File: src/hw/rtl/fccl_pkg.sv
// shared types and constants for the fat cluster chain lookup block
package fccl_pkg;

    localparam logic [1:0] FAT_KIND_12 = 2'd0;
    localparam logic [1:0] FAT_KIND_16 = 2'd1;
    localparam logic [1:0] FAT_KIND_32 = 2'd2;

    localparam logic [1:0] REG_FAT_KIND     = 2'd0;
    localparam logic [1:0] REG_TABLE_START  = 2'd1;
    localparam logic [1:0] REG_SECTOR_LOG2  = 2'd2;

    localparam logic [1:0] RES_LOCATION = 2'd0;
    localparam logic [1:0] RES_DECODED  = 2'd1;
    localparam logic [1:0] RES_CROSSES  = 2'd2;

    localparam logic [0:0] CMD_LOCATE = 1'b0;
    localparam logic [0:0] CMD_BYTE   = 1'b1;

    localparam logic [3:0] SECTOR_LOG2_MIN = 4'd9;
    localparam logic [3:0] SECTOR_LOG2_MAX = 4'd12;

    // sector size select: 0 for 512 bytes up to 3 for 4096 bytes
    typedef logic [1:0] size_sel_t;

    typedef struct packed {
        logic [1:0]  kind;
        logic [31:0] start;
        size_sel_t   size_sel;
    } cfg_t;

    typedef struct packed {
        logic [1:0]  kind;
        logic [31:0] sector;
        logic [11:0] offset;
        logic [27:0] next_cluster;
        logic        chain_end;
        logic        erase;
    } result_t;

    function automatic logic [12:0] size_last(input size_sel_t sel);
        logic [12:0] r;
        unique case (sel)
            2'd0: r = 13'd511;
            2'd1: r = 13'd1023;
            2'd2: r = 13'd2047;
            2'd3: r = 13'd4095;
            default: r = 13'd511;
        endcase
        return r;
    endfunction

endpackage

File: src/hw/rtl/fccl_locate.sv
// entry position, fat sector and in-sector offset for a locate beat
module fccl_locate (
    input  fccl_pkg::cfg_t cfg,
    input  logic [27:0]    cluster_number,
    output logic [31:0]    sector_number,
    output logic [11:0]    byte_offset
);
    import fccl_pkg::*;

    logic [29:0] pos;
    logic [29:0] sector_rel;
    logic [11:0] offset_mask;

    always_comb begin
        unique case (cfg.kind)
            FAT_KIND_32: pos = {cluster_number, 2'b00};
            FAT_KIND_16: pos = {1'b0, cluster_number, 1'b0};
            default:     pos = {2'b00, cluster_number} + {3'b000, cluster_number[27:1]};
        endcase
    end

    always_comb begin
        unique case (cfg.size_sel)
            2'd0: begin
                sector_rel  = pos >> 9;
                offset_mask = 12'h1FF;
            end
            2'd1: begin
                sector_rel  = pos >> 10;
                offset_mask = 12'h3FF;
            end
            2'd2: begin
                sector_rel  = pos >> 11;
                offset_mask = 12'h7FF;
            end
            default: begin
                sector_rel  = pos >> 12;
                offset_mask = 12'hFFF;
            end
        endcase
    end

    assign sector_number = cfg.start + {2'b00, sector_rel};
    assign byte_offset   = pos[11:0] & offset_mask;

endmodule

File: src/hw/rtl/fccl_entry.sv
// lookup state, entry byte capture and entry decode for sector byte beats
module fccl_entry (
    input  logic              aclk,
    input  logic              aresetn,
    input  fccl_pkg::cfg_t    cfg,
    input  logic              locate_accept,
    input  logic              byte_accept,
    input  logic              cluster_odd,
    input  logic              delete_request,
    input  logic [11:0]       locate_offset,
    input  logic [7:0]        sector_byte,
    output logic              byte_result_valid,
    output fccl_pkg::result_t byte_result
);
    import fccl_pkg::*;

    logic        odd_reg,    odd_next;
    logic [11:0] offset_reg, offset_next;
    logic [12:0] count_reg,  count_next;
    logic [27:0] entry_reg,  entry_next;
    logic        erase_reg,  erase_next;
    logic        armed_reg,  armed_next;

    logic [12:0] last_idx;
    logic        in_range;
    logic [1:0]  rel_idx;
    logic [27:0] byte_shifted;
    logic [27:0] entry_merged;
    logic        done;
    logic        crosses;
    logic [27:0] value;
    logic        chain_end;
    logic [7:0]  b0;
    logic [7:0]  b1;

    assign last_idx = {1'b0, offset_reg} + ((cfg.kind == FAT_KIND_32) ? 13'd3 : 13'd1);
    assign in_range = (count_reg >= {1'b0, offset_reg}) && (count_reg <= last_idx);
    assign rel_idx  = count_reg[1:0] - offset_reg[1:0];
    assign byte_shifted = {20'd0, sector_byte} << {rel_idx, 3'b000};
    assign entry_merged = in_range ? (entry_reg | byte_shifted) : entry_reg;

    assign done    = armed_reg && (count_reg == last_idx);
    assign crosses = armed_reg && !done && (count_reg >= size_last(cfg.size_sel));

    assign b0 = entry_merged[7:0];
    assign b1 = entry_merged[15:8];

    always_comb begin
        unique case (cfg.kind)
            FAT_KIND_32: begin
                value     = entry_merged;
                chain_end = &entry_merged[27:3];
            end
            FAT_KIND_16: begin
                value     = {12'd0, entry_merged[15:0]};
                chain_end = &entry_merged[15:3];
            end
            default: begin
                value     = odd_reg ? {16'd0, b1, b0[7:4]} : {16'd0, b1[3:0], b0};
                chain_end = &value[11:3];
            end
        endcase
    end

    always_comb begin
        byte_result_valid = byte_accept && (done || crosses);
        byte_result.sector = '0;
        byte_result.offset = offset_reg;
        if (done) begin
            byte_result.kind         = RES_DECODED;
            byte_result.next_cluster = value;
            byte_result.chain_end    = chain_end;
            byte_result.erase        = erase_reg;
        end else begin
            byte_result.kind         = RES_CROSSES;
            byte_result.next_cluster = '0;
            byte_result.chain_end    = 1'b0;
            byte_result.erase        = 1'b0;
        end
    end

    always_comb begin
        odd_next    = odd_reg;
        offset_next = offset_reg;
        count_next  = count_reg;
        entry_next  = entry_reg;
        erase_next  = erase_reg;
        armed_next  = armed_reg;
        if (locate_accept) begin
            odd_next    = cluster_odd;
            offset_next = locate_offset;
            count_next  = '0;
            entry_next  = '0;
            erase_next  = delete_request;
            armed_next  = 1'b1;
        end else if (byte_accept && armed_reg) begin
            entry_next = entry_merged;
            count_next = count_reg + 13'd1;
            if (done || crosses) begin
                armed_next = 1'b0;
            end
        end
    end

    always_ff @(posedge aclk) begin
        if (!aresetn) begin
            odd_reg    <= 1'b0;
            offset_reg <= '0;
            count_reg  <= '0;
            entry_reg  <= '0;
            erase_reg  <= 1'b0;
            armed_reg  <= 1'b0;
        end else begin
            odd_reg    <= odd_next;
            offset_reg <= offset_next;
            count_reg  <= count_next;
            entry_reg  <= entry_next;
            erase_reg  <= erase_next;
            armed_reg  <= armed_next;
        end
    end

endmodule

File: src/hw/rtl/fat_cluster_chain_lookup.sv
// top level of the fat cluster chain lookup block
// Takes one beat per clock cycle while s_ready is high. A locate beat gives a location result in the
// cycle after its acceptance; sector byte beats give a decoded entry or a sector-crossing result on
// the beat that completes the entry or reaches the sector end, and nothing otherwise. Each beat's
// work is a single pass of logic into one output register, which holds a result while the input
// side keeps accepting as long as that register is empty or is being drained in the same cycle.
// fat_kind 3 acts as FAT32 and sector_size_log2 is clamped to 9..12; both are used live on every beat.
module fat_cluster_chain_lookup (
    input  logic        aclk,
    input  logic        aresetn,
    input  logic        cfg_wr_en,
    input  logic [1:0]  cfg_index,
    input  logic [31:0] cfg_wdata,
    input  logic        s_valid,
    output logic        s_ready,
    input  logic        s_command,
    input  logic [27:0] s_cluster_number,
    input  logic        s_delete_request,
    input  logic [7:0]  s_sector_byte,
    output logic        m_valid,
    input  logic        m_ready,
    output logic [1:0]  m_result_kind,
    output logic [31:0] m_sector_number,
    output logic [11:0] m_byte_offset,
    output logic [27:0] m_next_cluster,
    output logic        m_chain_end,
    output logic        m_erase_entry
);
    import fccl_pkg::*;

    logic [1:0]  fat_kind_reg;
    logic [31:0] table_start_reg;
    logic [3:0]  size_log2_reg;
    cfg_t        cfg;
    logic [3:0]  size_clamped;

    logic        accept;
    logic        locate_accept;
    logic        byte_accept;
    logic [31:0] loc_sector;
    logic [11:0] loc_offset;
    logic        byte_result_valid;
    result_t     byte_result;
    result_t     loc_result;

    logic        out_valid_reg, out_valid_next;
    result_t     out_reg,       out_next;

    always_ff @(posedge aclk) begin
        if (!aresetn) begin
            fat_kind_reg    <= FAT_KIND_12;
            table_start_reg <= '0;
            size_log2_reg   <= SECTOR_LOG2_MIN;
        end else if (cfg_wr_en) begin
            unique case (cfg_index)
                REG_FAT_KIND:    fat_kind_reg    <= cfg_wdata[1:0];
                REG_TABLE_START: table_start_reg <= cfg_wdata;
                REG_SECTOR_LOG2: size_log2_reg   <= cfg_wdata[3:0];
                default: ;
            endcase
        end
    end

    always_comb begin
        priority if (size_log2_reg < SECTOR_LOG2_MIN) begin
            size_clamped = SECTOR_LOG2_MIN;
        end else if (size_log2_reg > SECTOR_LOG2_MAX) begin
            size_clamped = SECTOR_LOG2_MAX;
        end else begin
            size_clamped = size_log2_reg;
        end
    end

    assign cfg.kind     = (fat_kind_reg == FAT_KIND_12 || fat_kind_reg == FAT_KIND_16)
                          ? fat_kind_reg : FAT_KIND_32;
    assign cfg.start    = table_start_reg;
    assign cfg.size_sel = 2'(size_clamped - SECTOR_LOG2_MIN);

    assign s_ready       = !out_valid_reg || m_ready;
    assign accept        = s_valid && s_ready;
    assign locate_accept = accept && (s_command == CMD_LOCATE);
    assign byte_accept   = accept && (s_command == CMD_BYTE);

    fccl_locate u_locate (
        .cfg            (cfg),
        .cluster_number (s_cluster_number),
        .sector_number  (loc_sector),
        .byte_offset    (loc_offset)
    );

    fccl_entry u_entry (
        .aclk              (aclk),
        .aresetn           (aresetn),
        .cfg               (cfg),
        .locate_accept     (locate_accept),
        .byte_accept       (byte_accept),
        .cluster_odd       (s_cluster_number[0]),
        .delete_request    (s_delete_request),
        .locate_offset     (loc_offset),
        .sector_byte       (s_sector_byte),
        .byte_result_valid (byte_result_valid),
        .byte_result       (byte_result)
    );

    always_comb begin
        loc_result.kind         = RES_LOCATION;
        loc_result.sector       = loc_sector;
        loc_result.offset       = loc_offset;
        loc_result.next_cluster = '0;
        loc_result.chain_end    = 1'b0;
        loc_result.erase        = 1'b0;
    end

    always_comb begin
        out_valid_next = out_valid_reg && !m_ready;
        out_next       = out_reg;
        if (locate_accept) begin
            out_valid_next = 1'b1;
            out_next       = loc_result;
        end else if (byte_result_valid) begin
            out_valid_next = 1'b1;
            out_next       = byte_result;
        end
    end

    always_ff @(posedge aclk) begin
        if (!aresetn) begin
            out_valid_reg <= 1'b0;
        end else begin
            out_valid_reg <= out_valid_next;
        end
    end

    always_ff @(posedge aclk) begin
        out_reg <= out_next;
    end

    assign m_valid         = out_valid_reg;
    assign m_result_kind   = out_reg.kind;
    assign m_sector_number = out_reg.sector;
    assign m_byte_offset   = out_reg.offset;
    assign m_next_cluster  = out_reg.next_cluster;
    assign m_chain_end     = out_reg.chain_end;
    assign m_erase_entry   = out_reg.erase;

endmodule
File: config.mk
export PLATFORM = sky130hd
export DESIGN_NAME = fat_cluster_chain_lookup
export DESIGN_NICKNAME = d
export VERILOG_FILES = /design/src/hw/rtl/fccl_pkg.sv /design/src/hw/rtl/fccl_locate.sv /design/src/hw/rtl/fccl_entry.sv /design/src/hw/rtl/fat_cluster_chain_lookup.sv
export SDC_FILE = /design/constraint.sdc
export NUM_CORES = 1
export LEC_CHECK = 0
export ABC_CLOCK_PERIOD_IN_PS = 16800
export BUFFER_PORTS_ARGS = -buffer_cell sky130_fd_sc_hd__buf_2
export CAP_MARGIN = 15
export CORE_ASPECT_RATIO = 1.4
export CORE_MARGIN = 2
export CORE_UTILIZATION = 40
export CTS_CLUSTER_SIZE = 10
export DETAILED_ROUTE_END_ITERATION = 10
export GPL_TIMING_DRIVEN = 0
export MAX_ROUTING_LAYER = met4
export SYNTH_ARGS = -nofsm -noshare
export SYNTH_HDL_FRONTEND = slang
export SYNTH_SLANG_ARGS = --single-unit
File: constraint.sdc
create_clock -name aclk -period 16.8 [get_ports aclk]
set_input_delay 2.52 -clock aclk [delete_from_list [all_inputs] [get_ports aclk]]
set_output_delay 2.52 -clock aclk [all_outputs]
set_load 0.05 [all_outputs]
# Word-level counts from Yosys, hierarchy flattened
# Index checks and enable logic that the tools add are counted.
[classes]
addsub = 6
multipliers = 0
n_div = 0
n_lt_le_gt_ge = 5
eq_ne = 9
shift = 1
mux = 21
bitwise = 4
n_reduce_logical = 30
[ops]
columns = ["op", "count"]
rows = [
  ["$mux W74", 2],
  ["$pmux W21 S3", 1],
  ["$pmux W30 S2", 1],
  ["$pmux W28 S2", 1],
  ["$pmux W13 S4", 1],
  ["$pmux W12 S3", 1],
  ["$add A32 B21 Y32", 1],
  ["$mux W30", 1],
  ["$add A28 B27 Y29", 1],
  ["$mux W28", 1],
  ["$or A28 B28 Y28", 1],
  ["$shl A8 B5 Y28", 1],
  ["$reduce_and A25 Y1", 1],
  ["$add A12 B13 Y13", 1],
  ["$add A13 B1 Y13 const B", 1],
  ["$eq A13 B13 Y1", 1],
  ["$ge A13 B12 Y1", 1],
  ["$ge A13 B13 Y1", 1],
  ["$le A13 B13 Y1", 1],
  ["$reduce_and A13 Y1", 1],
  ["$and A12 B12 Y12", 1],
  ["$mux W12", 1],
  ["$logic_and A1 B1 Y1", 10],
  ["$mux W2", 5],
  ["16 further kinds", 38],
]
[word_totals]
reg_bits = 171
latchBits = 0
ramBits = 0
mem_bits_ro = 0
in_bits = 77
wordCells = 92
memories = 0

# Longest topological paths before layout
[logic_depth]
word_depth = 15
mapped_depth = 23
mapped_depth_nobuf = 23

# By module
# A second synthesis with hierarchy kept.
[hier_totals]
cells_unflattened = 1541
area_unflattened_um2 = 12921.1
[by_module_without_submodules]
columns = ["mod", "instances", "cells_each", "area_per_inst_um2"]
rows = [
  ["fat_cluster_chain_lookup", 1, 468, 4859.7],
  ["fccl_locate", 1, 565, 4035.1],
  ["fccl_entry", 1, 508, 4026.4],
]

# Worst setup path after synthesis
# OpenSTA, ideal clock, no wires.
[synth_path]
path_type = "input to register"
start = "input s_cluster_number[0]"
end = "register out_reg, in the netlist m_sector_number[24] (data pin)"
t_arrival_ps = 6976
path_slack_ps = 9677
path_stages = 22
path_buffers = 0
cell_sequence = "ha_1 -> fa_1 -> a211oi_1 -> o21ai_1 -> a31o_2 -> a21oi_1 -> nor2_1 -> a211oi_1 -> a211oi_1 -> a21oi_1 -> ha_1 -> inv_1 -> fa_1 -> nor2b_1 -> o21ai_0 -> a21boi_0 -> o311ai_0 -> o221ai_1 -> o21a_1 -> a2111oi_4 -> or4_1 -> a21oi_1"
[synth_lines]
columns = ["item", "line", "text"]
rows = [
  ["from (decl)", "fat_cluster_chain_lookup.sv:17", "input logic [27:0] s_cluster_number,"],
  ["to (signal assigned)", "fat_cluster_chain_lookup.sv:135", "out_reg <= out_next;"],
  ["to (decl)", "fat_cluster_chain_lookup.sv:47", "result_t out_reg, out_next;"],
]

==> impl_metrics.tcl <==
set metrics [dict create \
    outcome "completed" \
    cts_setup_buffers 0 \
    start_kind "input pin" \
    io_pins 155 \
    die_x_um 145 \
    drv_slew 0 \
    ys.flop_type "dfxtp_1" \
    worst_ep_arrival_time_ns 8.23 \
    routed_wl_mm 35.3 \
    cts_resized 0 \
    worstPathMaxFanout 10 \
    slew_headroom_pct 36.1 \
    ir_drop_v 0.0000687 \
    core_area_um2 27500 \
    fp.dieArea_um2 29100 \
    synth_area_leaders "dfxtp_1, edfxtp_1, ha_1" \
    synth_top_area_share_pct 22.9 \
    grt-ovfl-total 0 \
    min_to "m_next_cluster[22]" \
    pre_cts_slack_ns 8.33 \
    grt_pass1_vias 10300 \
    firstDrtPassIters 5 \
    gp_congestion 0.915 \
    vias 10700 \
    async_flop_share_pct 0 \
    die_h_um 201 \
    synthTopCellsByCount "nand2_1, nor2_1, dfxtp_1" \
    wl_per_cell_um 18.6 \
    hold_path_class "reg -> reg" \
    synthDistinctLibCells 78 \
    ctsHoldBuffers 0 \
    grt_pass1_wl_mm 54.6 \
    setup_slack_ns 8.72 \
    syn_avg_cell_area_um2 8.25 \
    period_needed_ns 8.08 \
    setup_tns_ns 0 \
    r2r_end "u_entry.entry_reg[1]" \
    clock_skew_ns 0.0145 \
    drtIter0Drc 713 \
    drc_errors 0 \
    initial_core_util_pct 40.4 \
    yosys_warnings 0 \
    holdPathStages 2 \
    p_leak_nw 5.22 \
    cts_sinks 171 \
    finalCritPeriodShare_pct 48.1 \
    setup_viol 0 \
    grt_setup_unrepaired "false" \
    yosysTopAreaCell "dfxtp_1" \
    fmax_mhz 124 \
    dp_hpwl_mm 27.8 \
    rows 72 \
    tightest_slew_ns 0.952 \
    drtAntennaViolNets 0 \
    hold_viol 0 \
    grt_usage_pct 24.9 \
    numPortBuffers 153 \
    yosysMostFrequentCell "nand2_1" \
    reg2reg_depth 19 \
    antenna_found_initial 1 \
    power_per_cell_area_nw_per_um2 88.1 \
    cp-end-kind "register" \
    insertion_delay_ns 0.44 \
    syn2layout_area_growth_pct 16.8 \
    required_ns 16.95 \
    final_net_count 1681 \
    post_drt_via_cell_ratio 5.65 \
    cts_root_buffer "clkbuf_16" \
    critPathKind "in -> reg" \
    grt_max_degree 37 \
    synth-seq-area-share_pct 34.8 \
    drv_cap 0 \
    drive_above_1_share_pct 13.9 \
    reg2reg_setup_slack_ns 10.32 \
    cts_buffers 17 \
    r2r_start "fat_kind_reg[1]" \
    syn_nets 1508 \
    htreeDepth 4 \
    synth_edf_count 44 \
    cts_tree "yes" \
    clkTransAtPathRegs_ns 0.07 \
    total_power_mw 1.14 \
    syn-cell-area_um2 11100 \
    ys_seq_elements 171 \
    cts_buffer_depth 2 \
    min-delay-start "m_next_cluster[22]" \
    synth_cells 1344 \
]
-- power breakdown --
part	leakage, nW	switching, mW	internal [mW]
clock network	0.284	0.186	0.225
logic	3.49	0.187	0.102
registers	1.45	0.00705	0.435
total	5.22	0.379	0.762
-- critical path, stage by stage --
cell and delay (ns):
buf_2 0.16, ha_1 0.25, fa_1 0.43, a211oi_1 0.38, o21ai_1 0.21, a311oi_1 0.55, nor2_1 0.16, a31o_2 0.28
xor2_1 0.16, o21bai_1 0.18, nand2b_1 0.23, a31oi_1 0.35, ha_1 0.37, a21o_1 0.21, a21o_1 0.17, a21oi_1 0.20
o221ai_1 0.21, o21a_1 0.34, a2111oi_4 0.59, or3_1 0.19, a21oi_1 0.08
-- worst max-delay path by stage --
| stage | startpoint | cells past startpoint | endpoint |
|---|---|---|---|
| 2_1_floorplan | s_cluster_number[0] | 22 | m_sector_number[24] |
| 3_3_place_gp | s_cluster_number[1] | 21 | m_sector_number[30] |
| 3_5_place_dp | s_cluster_number[1] | 21 | m_sector_number[30] |
| 4_1_cts | s_cluster_number[1] | 21 | m_sector_number[30] |
| 5_1_grt | s_cluster_number[1] | 22 | m_sector_number[23] |
| 6_report | s_cluster_number[1] | 21 | m_sector_number[30] |
-- metrics by stage --
| step | utilization (%) | hold WS (ns) | std cells | instance area (um^2) |
|---|---|---|---|---|
| after detailed placement | 44.9 | 0.440 | 1868 | 12300 |
| after global routing | 47.1 | 0.479 | 1901 | 13000 |
| final | 47.1 | 0.450 | 1902 | 13000 |
| after CTS | 47.1 | 0.456 | 1900 | 12900 |
| after global placement | 44.8 | 0.433 | 1867 | 12300 |
| after floorplan | - | 0.436 | 1344 | 11100 |
-- layout by cell type, fill, tap and decap left out, types with 24 or more instances in the layout --
master      n
nand2_1   190
buf_2     156
nor2_1    131
dfxtp_1   127
a21oi_1   100
ha_1       84
o21ai_0    70
clkbuf_1   51
a21boi_0   44
edfxtp_1   44
inv_1      41
nor3_1     34
xor2_1     28
xnor2_1    26
nand3_1    25
a21o_1     24
a31oi_1    24
-- layer usage --
metal,routed length [um],track usage [%],vias to the layer above
met3,1540,3.36,61
met4,1120,9.12,0
met5,0,-,-
met2,18800,45.0,300
met1,13900,27.4,5103
li1,-,-,5273
-- kinds of logic after synthesis --
group | share of synthesized area (%)
simple gates | 21.2
compound gates | 24.6
flops | 34.8
buf+inv | 3.79
fa+ha+maj | 10.0
xor+xnor | 4.26
mux | 1.27
-- area by class of cell --
cell class,instances,area (um^2)
Timing Repair Buffer,154,786
Inverter,44,165
Sequential cell,171,3860
Tap cell,370,463
Clock inverter,15,181
Clock buffer,17,425
Fill cell,2754,14500
Antenna cell,2,5.00
Buffer,64,255
Multi-Input combinational cell,1065,6810
Power figures use the tool's default switching activity.
